`src/hw/rtl/pgc_pkg.sv`:
```
// Shared types, constants and register indexes of the proximity gain calculator
`timescale 1ns / 1ps
`default_nettype none

package pgc_pkg;

	// default sizes
	localparam int DEF_MAX_TARGETS = 16;
	localparam int DEF_COORD_BITS  = 16;

	// fixed field widths
	localparam int IDX_BITS     = 4;
	localparam int NUM_BITS     = 5;
	localparam int REG_IDX_BITS = 3;

	// configuration register indexes
	localparam logic [REG_IDX_BITS-1:0] REG_TARGET_RADIUS = 3'd0;
	localparam logic [REG_IDX_BITS-1:0] REG_GLOBAL_RADIUS = 3'd1;
	localparam logic [REG_IDX_BITS-1:0] REG_USE_GLOBAL    = 3'd2;
	localparam logic [REG_IDX_BITS-1:0] REG_GLOBAL_X      = 3'd3;
	localparam logic [REG_IDX_BITS-1:0] REG_GLOBAL_Y      = 3'd4;
	localparam logic [REG_IDX_BITS-1:0] REG_NUM_TARGETS   = 3'd5;
	localparam logic [REG_IDX_BITS-1:0] REG_MODE          = 3'd6;

	// register reset values that do not depend on coordinate width
	localparam logic [NUM_BITS-1:0] RST_NUM_TARGETS = 5'd3;

	// operation and mode codes
	localparam logic OP_SET_SOURCE = 1'b0;
	localparam logic OP_SET_TARGET = 1'b1;
	localparam logic MODE_BEAM     = 1'b0;
	localparam logic MODE_PROXY    = 1'b1;

	// which point the distance is measured toward
	typedef enum logic [1:0] {
		PT_GLOBAL,
		PT_TABLE,
		PT_ITEM
	} pgc_pt_t;

	// controller to datapath commands
	typedef struct packed {
		logic                take_src;
		logic                take_tgt;
		logic                rd_en;
		pgc_pt_t             pt_sel;
		logic                use_glb_r;
		logic                diff;
		logic                square;
		logic                sum;
		logic                root_step;
		logic                clamp;
		logic                div_step;
		logic                finish;
		logic                emit;
		logic                emit_last;
		logic [IDX_BITS-1:0] emit_target;
	} pgc_cmd_t;

	// datapath to controller status
	typedef struct packed {
		logic mode;
		logic use_global;
		logic out_free;
	} pgc_status_t;

endpackage

`default_nettype wire

```
`src/hw/rtl/pgc_if.sv`:
```
// Item and result channel interfaces of the proximity gain calculator
`timescale 1ns / 1ps
`default_nettype none

interface pgc_item_if #(
	parameter int COORD_BITS = pgc_pkg::DEF_COORD_BITS
);
	logic                         valid;
	logic                         ready;
	logic                         op;
	logic [pgc_pkg::IDX_BITS-1:0] index;
	logic [COORD_BITS-1:0]        pos_x;
	logic [COORD_BITS-1:0]        pos_y;

	modport source (output valid, op, index, pos_x, pos_y, input ready);
	modport sink   (input valid, op, index, pos_x, pos_y, output ready);
endinterface

interface pgc_result_if #(
	parameter int COORD_BITS = pgc_pkg::DEF_COORD_BITS
);
	logic                         valid;
	logic                         ready;
	logic [pgc_pkg::IDX_BITS-1:0] target;
	logic [COORD_BITS:0]          gain;
	logic                         last;

	modport source (output valid, target, gain, last, input ready);
	modport sink   (input valid, target, gain, last, output ready);
endinterface

`default_nettype wire

```
`src/hw/rtl/pgc_ram.sv`:
```
// Generic single write port RAM with registered read
`timescale 1ns / 1ps
`default_nettype none

module pgc_ram #(
	parameter int WIDTH = 32,
	parameter int DEPTH = 16,
	localparam int AW = (DEPTH > 1) ? $clog2(DEPTH) : 1
) (
	input  logic             clk,
	input  logic             we,
	input  logic [AW-1:0]    waddr,
	input  logic [WIDTH-1:0] wdata,
	input  logic             re,
	input  logic [AW-1:0]    raddr,
	output logic [WIDTH-1:0] rdata
);

	logic [WIDTH-1:0] mem_q [DEPTH];

	// write and registered read
	always_ff @(posedge clk) begin
		if (we) begin
			mem_q[waddr] <= wdata;
		end
		if (re) begin
			rdata <= mem_q[raddr];
		end
	end

endmodule

`default_nettype wire

```
`src/hw/rtl/pgc_datapath.sv`:
```
// Datapath: configuration, positions, target table, distance and gain arithmetic
`timescale 1ns / 1ps
`default_nettype none

module pgc_datapath #(
	parameter int MAX_TARGETS = pgc_pkg::DEF_MAX_TARGETS,
	parameter int COORD_BITS  = pgc_pkg::DEF_COORD_BITS,
	localparam int AW = (MAX_TARGETS > 1) ? $clog2(MAX_TARGETS) : 1,
	localparam int CW = $clog2(MAX_TARGETS + 1)
) (
	input  logic                             clk,
	input  logic                             arst_n,
	input  logic                             cfg_we,
	input  logic [pgc_pkg::REG_IDX_BITS-1:0] cfg_index,
	input  logic [COORD_BITS:0]              cfg_data,
	input  logic [pgc_pkg::IDX_BITS-1:0]     item_index,
	input  logic [COORD_BITS-1:0]            item_x,
	input  logic [COORD_BITS-1:0]            item_y,
	input  pgc_pkg::pgc_cmd_t                cmd,
	input  logic [AW-1:0]                    rd_addr,
	output pgc_pkg::pgc_status_t             status,
	output logic [CW-1:0]                    n_active,
	input  logic                             out_ready,
	output logic                             out_valid,
	output logic [pgc_pkg::IDX_BITS-1:0]     out_target,
	output logic [COORD_BITS:0]              out_gain,
	output logic                             out_last
);

	import pgc_pkg::*;

	localparam int C    = COORD_BITS;
	localparam int RW   = C + 1;
	localparam int SQW  = 2 * C;
	localparam int RADW = 2 * C + 2;
	localparam int REMW = C + 2;
	localparam logic [RW-1:0] ONE  = {1'b1, {C{1'b0}}};
	localparam logic [RW-1:0] HALF = {2'b01, {(C-1){1'b0}}};

	// configuration registers
	logic [RW-1:0]       tr_q;
	logic [RW-1:0]       gr_q;
	logic                use_glb_q;
	logic [C-1:0]        gx_q;
	logic [C-1:0]        gy_q;
	logic [NUM_BITS-1:0] num_q;
	logic                mode_q;

	// positions and table state
	logic [C-1:0]           src_x_q;
	logic [C-1:0]           src_y_q;
	logic [C-1:0]           item_x_q;
	logic [C-1:0]           item_y_q;
	logic [MAX_TARGETS-1:0] vld_q;
	logic                   vld_rd_s1;
	logic [AW-1:0]          wr_addr;
	logic [2*C-1:0]         rd_data;

	// arithmetic registers
	logic [C-1:0]    dx_q;
	logic [C-1:0]    dy_q;
	logic [SQW-1:0]  sqx_q;
	logic [SQW-1:0]  sqy_q;
	logic [RADW-1:0] rad_q;
	logic [REMW-1:0] rrem_q;
	logic [RW-1:0]   root_q;
	logic [RW-1:0]   drem_q;
	logic [RW-1:0]   dsh_q;
	logic [RW-1:0]   quo_q;
	logic [RW-1:0]   glb_gain_q;
	logic [RW-1:0]   res_gain_q;

	// output register
	logic                out_valid_q;
	logic [IDX_BITS-1:0] out_target_q;
	logic [RW-1:0]       out_gain_q;
	logic                out_last_q;

	// combinational helpers
	logic [C-1:0]      px;
	logic [C-1:0]      py;
	logic [C-1:0]      dx_d;
	logic [C-1:0]      dy_d;
	logic [REMW+1:0]   rrem_sh;
	logic [REMW+1:0]   trial;
	logic [RW-1:0]     rsel;
	logic [RW-1:0]     clamped;
	logic [RW:0]       dtrial;
	logic [RW:0]       rsel_x;
	logic [RW-1:0]     gain_d;

	// configuration writes
	always_ff @(posedge clk or negedge arst_n) begin
		if (!arst_n) begin
			tr_q      <= HALF;
			gr_q      <= HALF;
			use_glb_q <= 1'b0;
			gx_q      <= '0;
			gy_q      <= '0;
			num_q     <= RST_NUM_TARGETS;
			mode_q    <= MODE_PROXY;
		end else if (cfg_we) begin
			unique case (cfg_index)
				REG_TARGET_RADIUS: tr_q      <= cfg_data;
				REG_GLOBAL_RADIUS: gr_q      <= cfg_data;
				REG_USE_GLOBAL:    use_glb_q <= cfg_data[0];
				REG_GLOBAL_X:      gx_q      <= cfg_data[C-1:0];
				REG_GLOBAL_Y:      gy_q      <= cfg_data[C-1:0];
				REG_NUM_TARGETS:   num_q     <= cfg_data[NUM_BITS-1:0];
				REG_MODE:          mode_q    <= cfg_data[0];
				default: ;
			endcase
		end
	end

	// active count saturates at the table size
	assign n_active = (int'(num_q) > MAX_TARGETS) ? CW'(MAX_TARGETS) : CW'(num_q);

	// source position and table valid bits
	assign wr_addr = AW'(item_index);

	always_ff @(posedge clk or negedge arst_n) begin
		if (!arst_n) begin
			src_x_q <= '0;
			src_y_q <= '0;
			vld_q   <= '0;
		end else begin
			if (cmd.take_src) begin
				src_x_q <= item_x;
				src_y_q <= item_y;
			end
			if (cmd.take_tgt) begin
				vld_q[wr_addr] <= 1'b1;
			end
		end
	end

	// latest target position and valid bit of the entry being read
	always_ff @(posedge clk) begin
		if (cmd.take_tgt) begin
			item_x_q <= item_x;
			item_y_q <= item_y;
		end
		if (cmd.rd_en) begin
			vld_rd_s1 <= vld_q[rd_addr];
		end
	end

	// target position table
	pgc_ram #(
		.WIDTH (2 * C),
		.DEPTH (MAX_TARGETS)
	) u_table (
		.clk   (clk),
		.we    (cmd.take_tgt),
		.waddr (wr_addr),
		.wdata ({item_x, item_y}),
		.re    (cmd.rd_en),
		.raddr (rd_addr),
		.rdata (rd_data)
	);

	// point select, an entry never written reads as the origin
	always_comb begin
		case (cmd.pt_sel)
			PT_GLOBAL: begin
				px = gx_q;
				py = gy_q;
			end
			PT_TABLE: begin
				px = vld_rd_s1 ? rd_data[2*C-1:C] : '0;
				py = vld_rd_s1 ? rd_data[C-1:0] : '0;
			end
			PT_ITEM: begin
				px = item_x_q;
				py = item_y_q;
			end
			default: begin
				px = '0;
				py = '0;
			end
		endcase
	end

	// absolute differences
	assign dx_d = (src_x_q > px) ? src_x_q - px : px - src_x_q;
	assign dy_d = (src_y_q > py) ? src_y_q - py : py - src_y_q;

	// square root step: two radicand bits in, one root bit out
	assign rrem_sh = {rrem_q, rad_q[RADW-1 -: 2]};
	assign trial   = (REMW+2)'({root_q, 2'b01});

	// radius select, distance clamp and division step
	assign rsel    = cmd.use_glb_r ? gr_q : tr_q;
	assign clamped = (root_q > rsel) ? rsel : root_q;
	assign dtrial  = {drem_q, dsh_q[RW-1]};
	assign rsel_x  = {1'b0, rsel};
	assign gain_d  = (rsel == '0) ? '0 : ONE - quo_q;

	// distance and gain registers
	always_ff @(posedge clk) begin
		if (cmd.diff) begin
			dx_q <= dx_d;
			dy_q <= dy_d;
		end
		if (cmd.square) begin
			sqx_q <= SQW'(dx_q) * SQW'(dx_q);
			sqy_q <= SQW'(dy_q) * SQW'(dy_q);
		end
		if (cmd.sum) begin
			rad_q  <= RADW'(sqx_q) + RADW'(sqy_q);
			rrem_q <= '0;
			root_q <= '0;
		end
		if (cmd.root_step) begin
			rad_q <= rad_q << 2;
			if (rrem_sh >= trial) begin
				rrem_q <= REMW'(rrem_sh - trial);
				root_q <= {root_q[RW-2:0], 1'b1};
			end else begin
				rrem_q <= REMW'(rrem_sh);
				root_q <= {root_q[RW-2:0], 1'b0};
			end
		end
		if (cmd.clamp) begin
			drem_q <= clamped >> 1;
			dsh_q  <= {clamped[0], {C{1'b0}}};
			quo_q  <= '0;
		end
		if (cmd.div_step) begin
			dsh_q <= dsh_q << 1;
			if (dtrial >= rsel_x) begin
				drem_q <= RW'(dtrial - rsel_x);
				quo_q  <= {quo_q[RW-2:0], 1'b1};
			end else begin
				drem_q <= RW'(dtrial);
				quo_q  <= {quo_q[RW-2:0], 1'b0};
			end
		end
		if (cmd.finish) begin
			if (cmd.use_glb_r) begin
				glb_gain_q <= gain_d;
			end else begin
				res_gain_q <= (use_glb_q && glb_gain_q > gain_d) ? glb_gain_q : gain_d;
			end
		end
	end

	// output register valid
	always_ff @(posedge clk or negedge arst_n) begin
		if (!arst_n) begin
			out_valid_q <= 1'b0;
		end else if (cmd.emit) begin
			out_valid_q <= 1'b1;
		end else if (out_ready) begin
			out_valid_q <= 1'b0;
		end
	end

	// output register payload
	always_ff @(posedge clk) begin
		if (cmd.emit) begin
			out_target_q <= cmd.emit_target;
			out_gain_q   <= res_gain_q;
			out_last_q   <= cmd.emit_last;
		end
	end

	assign out_valid  = out_valid_q;
	assign out_target = out_target_q;
	assign out_gain   = out_gain_q;
	assign out_last   = out_last_q;

	// status to the controller
	assign status.mode       = mode_q;
	assign status.use_global = use_glb_q;
	assign status.out_free   = !out_valid_q || out_ready;

endmodule

`default_nettype wire

```
`src/hw/rtl/pgc_ctrl.sv`:
```
// Controller: sequences item transfers, gain jobs, root and divide iterations
`timescale 1ns / 1ps
`default_nettype none

module pgc_ctrl #(
	parameter int MAX_TARGETS = pgc_pkg::DEF_MAX_TARGETS,
	parameter int COORD_BITS  = pgc_pkg::DEF_COORD_BITS,
	localparam int AW = (MAX_TARGETS > 1) ? $clog2(MAX_TARGETS) : 1,
	localparam int CW = $clog2(MAX_TARGETS + 1)
) (
	input  logic                         clk,
	input  logic                         arst_n,
	input  logic                         item_valid,
	input  logic                         item_op,
	input  logic [pgc_pkg::IDX_BITS-1:0] item_index,
	output logic                         item_ready,
	input  pgc_pkg::pgc_status_t         status,
	input  logic [CW-1:0]                n_active,
	output pgc_pkg::pgc_cmd_t            cmd,
	output logic [AW-1:0]                rd_addr
);

	import pgc_pkg::*;

	localparam int SW = $clog2(COORD_BITS + 2);
	localparam logic [SW-1:0] LAST_STEP = SW'(COORD_BITS);

	typedef enum logic [3:0] {
		ST_IDLE,
		ST_FETCH,
		ST_DIFF,
		ST_SQUARE,
		ST_SUM,
		ST_ROOT,
		ST_CLAMP,
		ST_DIV,
		ST_FINISH,
		ST_EMIT
	} state_t;

	state_t              state_q;
	logic [CW-1:0]       t_q;
	logic [CW-1:0]       n_q;
	logic [IDX_BITS-1:0] tgt_q;
	logic                multi_q;
	logic                glb_q;
	pgc_pt_t             pt_q;
	logic [SW-1:0]       step_q;

	logic accept;
	logic idx_in_table;
	logic idx_active;
	logic last_t;

	assign item_ready   = (state_q == ST_IDLE);
	assign accept       = item_valid && item_ready;
	assign idx_in_table = int'(item_index) < MAX_TARGETS;
	assign idx_active   = int'(item_index) < int'(n_active);
	assign last_t       = (t_q == n_q - CW'(1));
	assign rd_addr      = AW'(t_q);

	// command decode
	always_comb begin
		cmd             = '0;
		cmd.pt_sel      = pt_q;
		cmd.use_glb_r   = glb_q;
		cmd.take_src    = accept && (item_op == OP_SET_SOURCE);
		cmd.take_tgt    = accept && (item_op == OP_SET_TARGET) && idx_in_table;
		cmd.rd_en       = (state_q == ST_FETCH);
		cmd.diff        = (state_q == ST_DIFF);
		cmd.square      = (state_q == ST_SQUARE);
		cmd.sum         = (state_q == ST_SUM);
		cmd.root_step   = (state_q == ST_ROOT);
		cmd.clamp       = (state_q == ST_CLAMP);
		cmd.div_step    = (state_q == ST_DIV);
		cmd.finish      = (state_q == ST_FINISH);
		cmd.emit        = (state_q == ST_EMIT) && status.out_free;
		cmd.emit_last   = !multi_q || last_t;
		cmd.emit_target = multi_q ? IDX_BITS'(t_q) : tgt_q;
	end

	// state machine
	always_ff @(posedge clk or negedge arst_n) begin
		if (!arst_n) begin
			state_q <= ST_IDLE;
			t_q     <= '0;
			n_q     <= '0;
			tgt_q   <= '0;
			multi_q <= 1'b0;
			glb_q   <= 1'b0;
			pt_q    <= PT_ITEM;
			step_q  <= '0;
		end else begin
			unique case (state_q)
				ST_IDLE: begin
					if (accept) begin
						n_q    <= n_active;
						t_q    <= '0;
						tgt_q  <= item_index;
						glb_q  <= status.use_global;
						step_q <= '0;
						if (item_op == OP_SET_SOURCE) begin
							multi_q <= 1'b1;
							if (status.mode == MODE_BEAM || n_active == '0) begin
								state_q <= ST_IDLE;
							end else if (status.use_global) begin
								pt_q    <= PT_GLOBAL;
								state_q <= ST_DIFF;
							end else begin
								pt_q    <= PT_TABLE;
								state_q <= ST_FETCH;
							end
						end else begin
							multi_q <= 1'b0;
							if (!idx_in_table || !idx_active) begin
								state_q <= ST_IDLE;
							end else if (status.use_global) begin
								pt_q    <= PT_GLOBAL;
								state_q <= ST_DIFF;
							end else begin
								pt_q    <= PT_ITEM;
								state_q <= ST_DIFF;
							end
						end
					end
				end
				ST_FETCH:  state_q <= ST_DIFF;
				ST_DIFF:   state_q <= ST_SQUARE;
				ST_SQUARE: state_q <= ST_SUM;
				ST_SUM: begin
					step_q  <= '0;
					state_q <= ST_ROOT;
				end
				ST_ROOT: begin
					if (step_q == LAST_STEP) begin
						step_q  <= '0;
						state_q <= ST_CLAMP;
					end else begin
						step_q <= step_q + SW'(1);
					end
				end
				ST_CLAMP: state_q <= ST_DIV;
				ST_DIV: begin
					if (step_q == LAST_STEP) begin
						step_q  <= '0;
						state_q <= ST_FINISH;
					end else begin
						step_q <= step_q + SW'(1);
					end
				end
				ST_FINISH: begin
					// global gain done first, then the target job
					if (glb_q) begin
						glb_q <= 1'b0;
						if (multi_q) begin
							pt_q    <= PT_TABLE;
							state_q <= ST_FETCH;
						end else begin
							pt_q    <= PT_ITEM;
							state_q <= ST_DIFF;
						end
					end else begin
						state_q <= ST_EMIT;
					end
				end
				ST_EMIT: begin
					if (status.out_free) begin
						if (multi_q && !last_t) begin
							t_q     <= t_q + CW'(1);
							state_q <= ST_FETCH;
						end else begin
							state_q <= ST_IDLE;
						end
					end
				end
				default: state_q <= ST_IDLE;
			endcase
		end
	end

endmodule

`default_nettype wire

```
`src/hw/rtl/proximity_gain_calculator.sv`:
```
// Top level of the proximity gain calculator
//
// Channels: item (op, index, pos_x, pos_y) in, result (target, gain, last) out,
// both valid/ready; a transfer happens when valid and ready are high at a clock edge.
// Registers are written through cfg_we / cfg_index / cfg_data; the user must write
// them only while the block is idle, as the block itself does not enforce this.
// One shared distance unit: a restoring square root and a restoring divider,
// each producing one bit per cycle.
// Set target: one result, for that target.
// Set source in proxy mode: one result per active target.
// With the global floor on, one extra gain job runs before the first result.
// Items that give no result free the block in the cycle after their transfer.
// item.ready is high only while the controller is idle, so one item is in work at
// a time; the output register lets the next item enter while the last result waits.
// A stalled result channel holds the controller before the next result load.
// Reset clears the source, the table valid bits and all control; the registers
// return to their documented defaults.
`timescale 1ns / 1ps
`default_nettype none

module proximity_gain_calculator #(
	parameter int MAX_TARGETS = pgc_pkg::DEF_MAX_TARGETS,
	parameter int COORD_BITS  = pgc_pkg::DEF_COORD_BITS
) (
	input  logic                             clk,
	input  logic                             arst_n,
	input  logic                             cfg_we,
	input  logic [pgc_pkg::REG_IDX_BITS-1:0] cfg_index,
	input  logic [COORD_BITS:0]              cfg_data,
	pgc_item_if.sink                         item,
	pgc_result_if.source                     result
);

	import pgc_pkg::*;

	localparam int AW = (MAX_TARGETS > 1) ? $clog2(MAX_TARGETS) : 1;
	localparam int CW = $clog2(MAX_TARGETS + 1);
	localparam logic [COORD_BITS:0] ONE = {1'b1, {COORD_BITS{1'b0}}};

	pgc_cmd_t      cmd;
	pgc_status_t   status;
	logic [CW-1:0] n_active;
	logic [AW-1:0] rd_addr;
	logic          ctl_ready;

	assign item.ready = ctl_ready;

	// controller
	pgc_ctrl #(
		.MAX_TARGETS (MAX_TARGETS),
		.COORD_BITS  (COORD_BITS)
	) u_ctrl (
		.clk        (clk),
		.arst_n     (arst_n),
		.item_valid (item.valid),
		.item_op    (item.op),
		.item_index (item.index),
		.item_ready (ctl_ready),
		.status     (status),
		.n_active   (n_active),
		.cmd        (cmd),
		.rd_addr    (rd_addr)
	);

	// datapath
	pgc_datapath #(
		.MAX_TARGETS (MAX_TARGETS),
		.COORD_BITS  (COORD_BITS)
	) u_dp (
		.clk        (clk),
		.arst_n     (arst_n),
		.cfg_we     (cfg_we),
		.cfg_index  (cfg_index),
		.cfg_data   (cfg_data),
		.item_index (item.index),
		.item_x     (item.pos_x),
		.item_y     (item.pos_y),
		.cmd        (cmd),
		.rd_addr    (rd_addr),
		.status     (status),
		.n_active   (n_active),
		.out_ready  (result.ready),
		.out_valid  (result.valid),
		.out_target (result.target),
		.out_gain   (result.gain),
		.out_last   (result.last)
	);

	// a result load never overwrites one still waiting
	assert property (@(posedge clk) disable iff (!arst_n)
		cmd.emit |-> (!result.valid || result.ready))
		else $error("result load while output register is occupied");

	// a target set beyond the active count leaves the block free at once
	assert property (@(posedge clk) disable iff (!arst_n)
		(item.valid && item.ready && item.op == OP_SET_TARGET &&
		 int'(item.index) >= int'(n_active)) |=> item.ready)
		else $error("inactive target set kept the block busy");

	// a source move in beam mode gives no work
	assert property (@(posedge clk) disable iff (!arst_n)
		(item.valid && item.ready && item.op == OP_SET_SOURCE &&
		 status.mode == MODE_BEAM) |=> item.ready)
		else $error("beam mode source move kept the block busy");

	// gain stays within unity
	assert property (@(posedge clk) disable iff (!arst_n)
		result.valid |-> (result.gain <= ONE))
		else $error("gain above unity");

endmodule

`default_nettype wire
```
`src/flat_wrapper.sv`:
```
// flat-port wrapper written by rule: the top's interface ports become plain ports
module proximity_gain_calculator_flat import pgc_pkg::*;
#(
	parameter int MAX_TARGETS = pgc_pkg::DEF_MAX_TARGETS,
	parameter int COORD_BITS  = pgc_pkg::DEF_COORD_BITS
)
  (clk, arst_n, cfg_we, cfg_index, cfg_data, item_valid, item_op, item_index, item_pos_x, item_pos_y, item_ready, result_valid, result_target, result_gain, result_last, result_ready);
  pgc_item_if #(.COORD_BITS(COORD_BITS)) item_i ();
  pgc_result_if #(.COORD_BITS(COORD_BITS)) result_i ();
  input  logic clk;
  input  logic arst_n;
  input  logic cfg_we;
  input  logic [pgc_pkg::REG_IDX_BITS-1:0] cfg_index;
  input  logic [COORD_BITS:0] cfg_data;
  input wire logic [$bits(item_i.valid)-1:0] item_valid;
  input wire logic [$bits(item_i.op)-1:0] item_op;
  input wire logic [$bits(item_i.index)-1:0] item_index;
  input wire logic [$bits(item_i.pos_x)-1:0] item_pos_x;
  input wire logic [$bits(item_i.pos_y)-1:0] item_pos_y;
  output wire logic [$bits(item_i.ready)-1:0] item_ready;
  output wire logic [$bits(result_i.valid)-1:0] result_valid;
  output wire logic [$bits(result_i.target)-1:0] result_target;
  output wire logic [$bits(result_i.gain)-1:0] result_gain;
  output wire logic [$bits(result_i.last)-1:0] result_last;
  input wire logic [$bits(result_i.ready)-1:0] result_ready;
  assign item_i.valid = item_valid;
  assign item_i.op = item_op;
  assign item_i.index = item_index;
  assign item_i.pos_x = item_pos_x;
  assign item_i.pos_y = item_pos_y;
  assign item_ready = item_i.ready;
  assign result_valid = result_i.valid;
  assign result_target = result_i.target;
  assign result_gain = result_i.gain;
  assign result_last = result_i.last;
  assign result_i.ready = result_ready;
  proximity_gain_calculator #(.MAX_TARGETS(MAX_TARGETS), .COORD_BITS(COORD_BITS)) u_core (.clk(clk), .arst_n(arst_n), .cfg_we(cfg_we), .cfg_index(cfg_index), .cfg_data(cfg_data), .item(item_i), .result(result_i));
endmodule
```
`config.mk`:
```
export PLATFORM = sky130hd
export DESIGN_NAME = proximity_gain_calculator_flat
export DESIGN_NICKNAME = d
export VERILOG_FILES = /design/src/hw/rtl/pgc_pkg.sv /design/src/hw/rtl/pgc_if.sv /design/src/hw/rtl/pgc_ram.sv /design/src/hw/rtl/pgc_datapath.sv /design/src/hw/rtl/pgc_ctrl.sv /design/src/hw/rtl/proximity_gain_calculator.sv /design/src/flat_wrapper.sv
export SDC_FILE = /design/constraint.sdc
export NUM_CORES = 2
export LEC_CHECK = 0
export ABC_AREA = 0
export BUFFER_PORTS_ARGS = -buffer_cell sky130_fd_sc_hd__buf_4
export CORE_MARGIN = 1.5
export CORE_UTILIZATION = 46
export CTS_CLUSTER_SIZE = 28
export DETAILED_ROUTE_END_ITERATION = 6
export GPL_ROUTABILITY_DRIVEN = 0
export GPL_TIMING_DRIVEN = 1
export PLACE_DENSITY = 0.73
export SLEW_MARGIN = 20
export SYNTH_ARGS = -nofsm -noshare
export SYNTH_HDL_FRONTEND = slang
export SYNTH_SLANG_ARGS = --single-unit
```
`constraint.sdc`:
```
create_clock -name clk -period 7.5 [get_ports clk]
set_input_delay 1.5 -clock clk [delete_from_list [all_inputs] [get_ports clk]]
set_output_delay 1.5 -clock clk [all_outputs]
set_load 0.1 [all_outputs]
```
==> run_results.csv <==
group,metric,value,unit
die,ios,86,
critical_path,critPathRequiredTime,7.93,ns
timing,setup_viol,0,
synthesis,netlist_area,59200,um2
die,die-width,362,um
timing,slew_headroom,0.292,
route,avgViaCountPerCell,5.57,
die,dieArea,131000,um2
placed_design,numPortBuffers,85,
synthesis,synthTopCellsByCount,"829 x edfxtp_1, 653 x inv_1, 371 x ha_1",
timing,hold_viol_final,0,
synthesis,avgSynthCellArea,12.9,um2
hold_path,hp-class,"register to register",
timing,rsz0062_at_grt,"false",
finish,final_cell_count_no_fill,6414,
finish,area_delta_synth_final,9.81,%
clock_network,clk_pin_slew_worst_paths,0.07,ns
timing,fmax,148,MHz
clock_network,cts_resized,0,
clock_network,clk_path_buf_depth,3,
grt,grt_usage,0.205,
grt,grt_pass1_vias,36500,
route,final_antenna_net_count,0,
finish,seqCellArea,28700,um2
route,wl,133000,um
synthesis,synth_nets,5364,
grt,grt_pass1_wl,209000,um
clock_network,cts-buffers-inserted,98,
grt,overflow,0,
run,cap_viol_max_count,0,
clock_network,clk_latency,0.70,ns
synthesis,synth_most_common_cell,"edfxtp_1",
critical_path,cp_max_fo,15,
route,drt_pass1_iterations,6,
clock_network,cts.sinks,980,
critical_path,arrival,7.17,ns
die,die_h,362,um
status,status,"finished, final reports clean",
synthesis,yosys.area.top_type,"edfxtp_1",
synthesis,ys_types,92,
synthesis,synthCells,4602,
grt,grt_antenna_before_repair,9,
route,drc_errors,0,
synthesis,synthTopCellsByArea,"edfxtp_1 42%, fa_1 11%, ha_1 7.8%",
timing,finalCritPeriodShare,0.900,
placed_design,dp.cells,6233,
critical_path,worst_setup_path_end_kind,"register",
finish,multi_input_area,27500,um2
timing,worstMarginPinSlew,1.06,ns
finish,fill_cells,10700,
grt,grt_max_degree,103,
synthesis,postSynth.asyncResetShare,0.152,
timing,finClkSkew,0.0401,ns
route,wl_per_cell,20.7,um
finish,drive_gt1_frac,0.141,
route,drt_iter0_markers,2672,
placed_design,dp_hpwl,89300,um
die,fp-row-count,131,
timing,slew_viol_final,0,
route,num_vias,35700,
finish,final_nets,5433,
die,core_area,128000,um2
synthesis,netlist.area_leader.share,0.421,
clock_network,root_buffer,"clkbuf_16",
synthesis,ys.flop_type,"edfxtp_1",
critical_path,crit_type,"register to register",
timing,finalSetupTns,0,ns
timing,min_period,6.75,ns
clock_network,cts_tree,"done",
clock_network,hold_buffers,0,
critical_path,crit_path_start_kind,"register",
clock_network,htreeDepth,3,
synthesis,synth_seq_area_share,0.485,
die,start_util,0.464,
timing,timing.hold.ws,0.419,ns
synthesis,ys_seq_elements,980,
synthesis,synth_edf_count,829,
finish,fin_util,0.509,
synthesis,yosys_warnings,0,
clock_network,postCtsSetupBuffers,0,
per-layer routing:
metal | wire [um] | vias up | GRT usage | part of all wire
li1 | - | 16300 | - | -
met1 | 56500 | 18200 | 0.277 | 0.43
met2 | 64800 | 1036 | 0.344 | 0.49
met3 | 7780 | 214 | 0.0287 | 0.059
met4 | 3570 | 12 | 0.0601 | 0.027
met5 | 83 | - | 0 | 0.00063
flip-flops by register name (all words and copies together), names as in the netlist, 17 cells and up:
name                       cells
u_core.u_dp.gr_q              17
u_core.u_dp.drem_q            17
u_core.u_dp.sqy_q             31
u_core.u_dp.quo_q             17
u_core.u_dp.tr_q              17
u_core.u_dp.rad_q             34
u_core.u_dp.res_gain_q        17
u_core.u_dp.glb_gain_q        17
u_core.u_dp.u_table.rdata     32
u_core.u_dp.root_q            17
u_core.u_dp.u_table.mem_q    512
u_core.u_dp.sqx_q             31
u_core.u_dp.rrem_q            18
u_core.u_dp.out_gain          17
per-stage QoR:
| step | setup WS, ns | cell area [um2] |
|---|---|---|
| final | 0.753 | 65000 |
| after global routing | 0.472 | 65000 |
| after CTS | 0.782 | 64900 |
| after detailed placement | 0.805 | 61800 |
| after global placement | 0.794 | 61800 |
| after floorplan | 0.945 | 59200 |
final timing paths:
kind / start / end / slack (ns) / depth (start not counted)
min in group asynchronous: arst_n / u_core.u_dp.num_q[2]$_DFFE_PN0P_ / 0.84 / 1
max reg2reg: u_core.u_dp.dx_q[3]$_DFFE_PP_ / u_core.u_dp.sqx_q[31]$_DFFE_PP_ / 0.75 / 24
min reg2reg: u_core.u_dp.res_gain_q[12]$_DFFE_PP_ / u_core.u_dp.out_gain[12]$_DFFE_PP_ / 0.42 / 0
min: u_core.u_dp.res_gain_q[12]$_DFFE_PP_ / u_core.u_dp.out_gain[12]$_DFFE_PP_ / 0.42 / 0
max in group asynchronous: arst_n / u_core.u_dp.src_y_q[11]$_DFFE_PN0P_ / 5.20 / 2
max: u_core.u_dp.dx_q[3]$_DFFE_PP_ / u_core.u_dp.sqx_q[31]$_DFFE_PP_ / 0.75 / 24
final cells by class:
| type | instances | area share |
|---|---|---|
| Inverter | 654 | 0.0378 |
| Clock buffer | 130 | 0.0409 |
| Multi-Input combinational cell | 2799 | 0.424 |
| Tap cell | 1662 | 0.0320 |
| Timing Repair Buffer | 138 | 0.0162 |
| Antenna cell | 2 | 0.0000771 |
| Clock inverter | 49 | 0.00749 |
| Sequential cell | 980 | 0.442 |
placed cells by master (no fill, tap or decap), types with 42 or more instances in the layout:
cell type	synthesis	layout
nand2_1	324	324
o21ai_0	103	103
fa_1	329	329
o21a_1	42	42
xnor2_1	114	114
a21oi_1	186	185
clkbuf_16	0	99
edfxtp_1	829	829
and2_1	114	114
nor2_1	186	171
mux4_2	165	165
inv_1	653	652
xor2_1	54	54
mux2i_1	95	95
a21o_1	79	79
ha_1	371	371
nand3_1	63	63
buf_4	0	136
mux2_2	134	134
dfrtp_1	143	137
logic make-up (layout without fill, tap and decap cells):
logic type / count (synthesis) / after routing / synth area share
DFF: 980 / 980 / 0.485
and+or+nand+nor: 921 / 921 / 0.0749
buffers and inverters: 823 / 971 / 0.0529
adders and majority gates: 700 / 700 / 0.190
AOI/OAI and AO/OA: 613 / 613 / 0.0678
muxes: 397 / 397 / 0.105
xor gates and xnor gates: 168 / 168 / 0.0249
other: 0 / 2 / 0
critical path: stages (launching register included):
cell and delay (ns):
edfxtp_1 0.61, nand2_1 0.22, inv_1 0.09, fa_1 0.54, inv_1 0.06, fa_1 0.53
inv_1 0.05, fa_1 0.50, inv_1 0.05, fa_1 0.53, inv_1 0.05, fa_1 0.47
inv_1 0.05, fa_1 0.48, inv_1 0.05, ha_1 0.33, nand2_1 0.07, o21ai_1 0.27
a31oi_1 0.13, a21boi_1 0.17, o211a_1 0.27, o21bai_1 0.14, a21oi_1 0.14, o311a_1 0.35
or3_1 0.35
Power is not shown: default switching activity piles up to over one toggle a cycle in this logic, so the estimate is an artifact.
